===== src/design/b58enc_pkg.sv =====
// shared constants, types and the digit-to-character map of the base58 encoder
package b58enc_pkg;

   localparam int MAX_INPUT_BYTES = 32;
   localparam int RADIX           = 58;
   localparam int BYTE_W          = 8;
   localparam int BYTE_SPAN       = 2 ** BYTE_W;

   // log(256) / log(58) scaled by 1e5, rounded up
   localparam int NUM_DIGITS = (MAX_INPUT_BYTES * 136566 + 99999) / 100000;

   localparam int BYTE_QUOT    = BYTE_SPAN / RADIX;
   localparam int BYTE_RESIDUE = BYTE_SPAN % RADIX;

   localparam int DIGIT_W  = $clog2(RADIX);
   localparam int CARRY_W  = BYTE_W;
   localparam int PART_MAX = (RADIX - 1) * BYTE_RESIDUE + BYTE_SPAN - 1;
   localparam int PART_W   = $clog2(PART_MAX + 1);

   localparam int RECIP_SHIFT = 16;
   localparam int RECIP_MULT  = (2 ** RECIP_SHIFT + RADIX - 1) / RADIX;
   localparam int PROD_W      = PART_W + $clog2(RECIP_MULT + 1);
   localparam int QUOT_W      = $clog2(PART_MAX / RADIX + 1);

   localparam int CHAR_W    = 7;
   localparam int STATUS_W  = 2;
   localparam int CFG_W     = 7;
   localparam int CFG_RESET = 64;

   localparam int BYTE_CNT_W  = $clog2(MAX_INPUT_BYTES + 1);
   localparam int DIGIT_CNT_W = $clog2(NUM_DIGITS + 1);
   localparam int STEP_W      = $clog2(NUM_DIGITS + 2);
   localparam int SUM_W       = $clog2(MAX_INPUT_BYTES + NUM_DIGITS + 1);
   localparam int TOTAL_W     = (SUM_W > CFG_W) ? SUM_W : CFG_W;

   localparam logic [STATUS_W-1:0] STATUS_OK          = 2'd0;
   localparam logic [STATUS_W-1:0] STATUS_INPUT_LONG  = 2'd1;
   localparam logic [STATUS_W-1:0] STATUS_OUTPUT_LONG = 2'd2;

   localparam logic [CHAR_W-1:0] ASCII_ONE     = 7'h31;
   localparam logic [CHAR_W-1:0] ASCII_UPPER_A = 7'h41;
   localparam logic [CHAR_W-1:0] ASCII_UPPER_J = 7'h4A;
   localparam logic [CHAR_W-1:0] ASCII_UPPER_P = 7'h50;
   localparam logic [CHAR_W-1:0] ASCII_LOWER_A = 7'h61;
   localparam logic [CHAR_W-1:0] ASCII_LOWER_M = 7'h6D;

   typedef logic [DIGIT_W-1:0] digit_type;

   typedef struct packed {
      logic               valid;
      logic [CARRY_W-1:0] value;
   } carry_type;

   typedef struct packed {
      logic shift;
      logic clear;
   } cell_ctrl_type;

   function automatic logic [CHAR_W-1:0] b58_char(input digit_type d);
      logic [CHAR_W-1:0] ext;
      logic [CHAR_W-1:0] result;
      ext = CHAR_W'(d);
      if (ext < 7'd9) begin
         result = ASCII_ONE + ext;
      end else if (ext < 7'd17) begin
         result = ASCII_UPPER_A + (ext - 7'd9);
      end else if (ext < 7'd22) begin
         result = ASCII_UPPER_J + (ext - 7'd17);
      end else if (ext < 7'd33) begin
         result = ASCII_UPPER_P + (ext - 7'd22);
      end else if (ext < 7'd44) begin
         result = ASCII_LOWER_A + (ext - 7'd33);
      end else if (ext < 7'd58) begin
         result = ASCII_LOWER_M + (ext - 7'd44);
      end else begin
         result = '0;
      end
      return result;
   endfunction

endpackage


===== src/design/b58enc_cell.sv =====
// one base-58 digit cell: multiply-by-256-and-add step, or shift to the next cell
module b58enc_cell (
   input  logic                      clock,
   input  logic                      reset,
   input  b58enc_pkg::cell_ctrl_type ctrl,
   input  b58enc_pkg::carry_type     carry_in,
   input  b58enc_pkg::digit_type     shift_in,
   output b58enc_pkg::carry_type     carry_out,
   output b58enc_pkg::digit_type     digit
);

   b58enc_pkg::digit_type                 digit_ff, digit_in;
   b58enc_pkg::carry_type                 carry_ff, carry_in_next;
   logic [b58enc_pkg::PART_W-1:0]         part;
   logic [b58enc_pkg::PROD_W-1:0]         prod;
   logic [b58enc_pkg::QUOT_W-1:0]         quot;
   logic [b58enc_pkg::PART_W-1:0]         quot_scaled;
   b58enc_pkg::digit_type                 rem;

   // digit*256 + carry = 58*(4*digit + part/58) + part%58, part = 24*digit + carry
   always_comb begin
      part = b58enc_pkg::PART_W'(digit_ff) * b58enc_pkg::PART_W'(b58enc_pkg::BYTE_RESIDUE)
           + b58enc_pkg::PART_W'(carry_in.value);
      prod = b58enc_pkg::PROD_W'(part) * b58enc_pkg::PROD_W'(b58enc_pkg::RECIP_MULT);
      quot = prod[b58enc_pkg::RECIP_SHIFT +: b58enc_pkg::QUOT_W];
      quot_scaled = b58enc_pkg::PART_W'(quot) * b58enc_pkg::PART_W'(b58enc_pkg::RADIX);
      rem = b58enc_pkg::DIGIT_W'(part - quot_scaled);
   end

   always_comb begin
      digit_in = digit_ff;
      if (ctrl.shift) begin
         digit_in = shift_in;
      end else if (carry_in.valid) begin
         digit_in = rem;
      end
      carry_in_next.valid = carry_in.valid && !ctrl.shift;
      carry_in_next.value = b58enc_pkg::CARRY_W'(digit_ff)
                          * b58enc_pkg::CARRY_W'(b58enc_pkg::BYTE_QUOT)
                          + b58enc_pkg::CARRY_W'(quot);
   end

   always_ff @(posedge clock) begin
      if (reset || ctrl.clear) begin
         digit_ff <= '0;
         carry_ff <= '0;
      end else begin
         digit_ff <= digit_in;
         carry_ff <= carry_in_next;
      end
   end

   assign digit     = digit_ff;
   assign carry_out = carry_ff;

endmodule


===== config.mk =====
export PLATFORM = sky130hd
export DESIGN_NAME = b58enc_cell
export DESIGN_NICKNAME = d
export VERILOG_FILES = /design/src/design/b58enc_pkg.sv /design/src/design/b58enc_cell.sv
export SDC_FILE = /design/constraint.sdc
export NUM_CORES = 1
export LEC_CHECK = 0
export ABC_AREA = 0
export BUFFER_PORTS_ARGS = -buffer_cell sky130_fd_sc_hd__buf_2
export CAP_MARGIN = 10
export CORE_ASPECT_RATIO = 0.9
export CORE_MARGIN = 2
export CORE_UTILIZATION = 40
export DETAILED_ROUTE_END_ITERATION = 8
export MAX_ROUTING_LAYER = met4
export SYNTH_ARGS = -nofsm -noshare
export SYNTH_HDL_FRONTEND = slang
export SYNTH_SLANG_ARGS = --single-unit

===== constraint.sdc =====
create_clock -name clock -period 7.2 [get_ports clock]
set_clock_uncertainty 0.15 [all_clocks]
set_input_delay 0.36 -clock clock [delete_from_list [all_inputs] [get_ports clock]]
set_output_delay 0.36 -clock clock [all_outputs]
set_load 0.005 [all_outputs]

==> run metrics <==
Fillers=633; Seq/Total Area, Yosys=0.0999; largest net degree at the start of global routing=16; row count=29; I/O pin count=34; hpwl dp=5850 um; root buffer cell=clkbuf_8; Crit Path Max Fanout=4; post-layout min period=7.35 ns; H-tree levels=1; CORE AREA=7180 um2; DR DRC count=0; register area=307 um2; failing checks=negative setup slack; status=finished with violations; total number of vias=2,532; vias in the first global route=2,507; final number of hold-violating endpoints=0; Die Span Y=86.3 um; ANT cells=0; Final Core Density=0.594; total global-route track usage=0.190; vias per inst=4.86; Final Slew Violations=0; design area=4270 um2; Min-Delay Startpoint=shift_in[0]; final worst setup slack=-0.153 ns; count leader, synth=ha_1; library cells used by synthesis=40; total CTS buffers=3; CTS Buffer Depth=2; RSZ-0062 raised after global routing=true; First-pass DRT Iterations=4; max_cap viols=0; DIE WIDTH=95.4 um; Crit. Startpoint=digit[1]$_SDFFE_PP0P_; TritonCTS clock tree=built; Hold Path Depth=3; post-synthesis net count=452; Initial Util=0.418; reg2reg path depth=32; CP endpoint kind=flip-flop; share of the clock period used by the worst path=1.02; post-synth top area cell=ha_1; YS warnings=0; port bufs=33; Slew HR=0.732; most used cell, CP=ha_4; antenna violations before repair=0; placed cell count=498; most frequent cells after synthesis=ha_1 (84), inv_1 (56), fa_1 (22), nor2_1 (22), xnor2_1 (20); first-pass GRT wire length=12,000 um; Worst Hold Class=input pin to flip-flop; Non-Filler Instances=521; maximum clock frequency=136 MHz; Syn Inst Count=327; Area Growth Syn to Fin=41.9%; WP data arrival=7.33 ns; die area=8230 um2; Req. time, crit path=7.18 ns; layout cells sized above 1=0.383; #FFs+latches synth=15; DRT antenna net count=0; max incr delay on CP=0.51 ns; drt wl/cell=14.1 um; total gr overflow=0; hold buffer count at cts=0; clk sinks=15; placed cell areas=3800 um2; Hold EP=digit[0]$_SDFFE_PP0P_; footprint of the multi-input gates=2880 um2; worst r2r src=digit[1]$_SDFFE_PP0P_; syn_area_per_cell=9.19 um2; DRT Wirelength=7350 um; Initial DRC Count=88; R2R setup slack=-0.15 ns; largest cells by area after synthesis=ha_1 (35%), fa_1 (15%), dfxtp_1 (10%), inv_1 (7.0%), xnor2_1 (5.8%); synthesized area=3010 um2; Setup TNS=-0.153 ns; FFs w/ async S/R, synth=0; final setup fails=1; kind of critical path=flip-flop to flip-flop; prevailing post-synth register cell=dfxtp_1; slowest stage cell on the critical path=fa_1; share of the synthesized area in the top cell type=0.350; Skew-Pair Late Insertion Delay=0.24 ns; clock-pin slew on the worst setup and hold paths=0.06 ns; FF-to-FF End=digit[5]$_SDFFE_PP0P_; routability-driven placement congestion ratio=0.881; CP startpoint kind=flip-flop; # nets final=554; number of enable flip-flop cells after synthesis=0; slew at the pin with the worst max-slew slack=0.403 ns
==> repair_timing <==
action | CTS | global route
pin swaps | 39 | 26
cloned | 0 | 0
setup buffers | 11 | 8
resized for setup | 29 | 14
endpoints found under the setup margin | 2 | 4
==> layer usage <==
metal  share of wire  GRT usage
met1            0.51      0.276
met2            0.47      0.300
met3           0.019     0.0183
met4          0.0056     0.0208
met5               0          -
==> critical path, delay by kind of cell (launching register included) <==
kind / cells / cell delay [ns]
compound gates: 5 / 0.75
xor+xnor: 6 / 1.15
fa+ha+maj: 13 / 4.24
buf+inv: 6 / 0.33
flops: 1 / 0.37
simple gates: 2 / 0.21
==> placed cells by master (no fill, tap or decap), types with 3 or more instances in the layout <==
cell / Yosys / layout
a21oi_4: 0 / 3
nor2_1: 22 / 21
a21oi_1: 16 / 8
nand2_1: 9 / 9
xnor2_2: 0 / 5
dfxtp_1: 15 / 12
nor2b_1: 5 / 5
ha_4: 0 / 15
fa_1: 22 / 21
nor3b_1: 4 / 4
buf_6: 2 / 3
a21o_1: 12 / 12
inv_1: 56 / 50
o21ai_0: 7 / 5
nand3_1: 3 / 3
a211oi_1: 8 / 5
buf_4: 0 / 67
xor2_1: 5 / 4
buf_2: 0 / 33
mux2i_1: 3 / 3
xnor2_4: 0 / 4
ha_1: 84 / 69
a21oi_2: 0 / 5
inv_2: 0 / 5
xnor2_1: 20 / 11
a211oi_2: 0 / 3
nand4_1: 3 / 3
clkbuf_8: 0 / 3
==> flip-flops by register name, summed over array words and instances, names as in the netlist <==
name and cells:
carry_out 9, digit 6
==> worst max path at each step <==
stage,endpoint,slack (ns),depth (start not counted)
6_report,digit[5]$_SDFFE_PP0P_,-0.15,32
3_3_place_gp,digit[5]$_SDFFE_PP0P_,-0.26,30
5_1_grt,digit[5]$_SDFFE_PP0P_,-0.56,34
4_1_cts,digit[5]$_SDFFE_PP0P_,-0.14,32
3_5_place_dp,digit[5]$_SDFFE_PP0P_,-0.33,30
2_1_floorplan,digit[5]$_SDFFE_PP0P_,-0.07,31
==> metrics by stage <==
step	hold slack [ns]	setup WS [ns]
2_1_floorplan	0.298	-0.0707
3_3_place_gp	0.456	-0.260
3_5_place_dp	0.461	-0.327
4_1_cts	0.212	-0.143
5_1_grt	0.229	-0.556
6_report	0.209	-0.153
==> area by class of cell <==
type,count,share of cell area
inverters,56,0.0499
clock buffers,4,0.0106
well taps,93,0.0273
flip-flops and latches,15,0.0718
repair buffers,103,0.165
multi-input cells,250,0.676
==> logic make-up (layout without fill, tap and decap cells) <==
kind of cell / count (synthesis) / after routing / share of synthesized area
compound gates: 54 / 54 / 0.119
xor+xnor: 27 / 27 / 0.0878
fa+ha+maj: 106 / 106 / 0.496
buf+inv: 62 / 163 / 0.0824
flops: 15 / 15 / 0.0999
mux: 3 / 3 / 0.00999
simple gates: 60 / 60 / 0.105
Power is left out: the tool's default activity adds up to more than one toggle a clock period on the data nets, which glitch-free logic cannot reach.
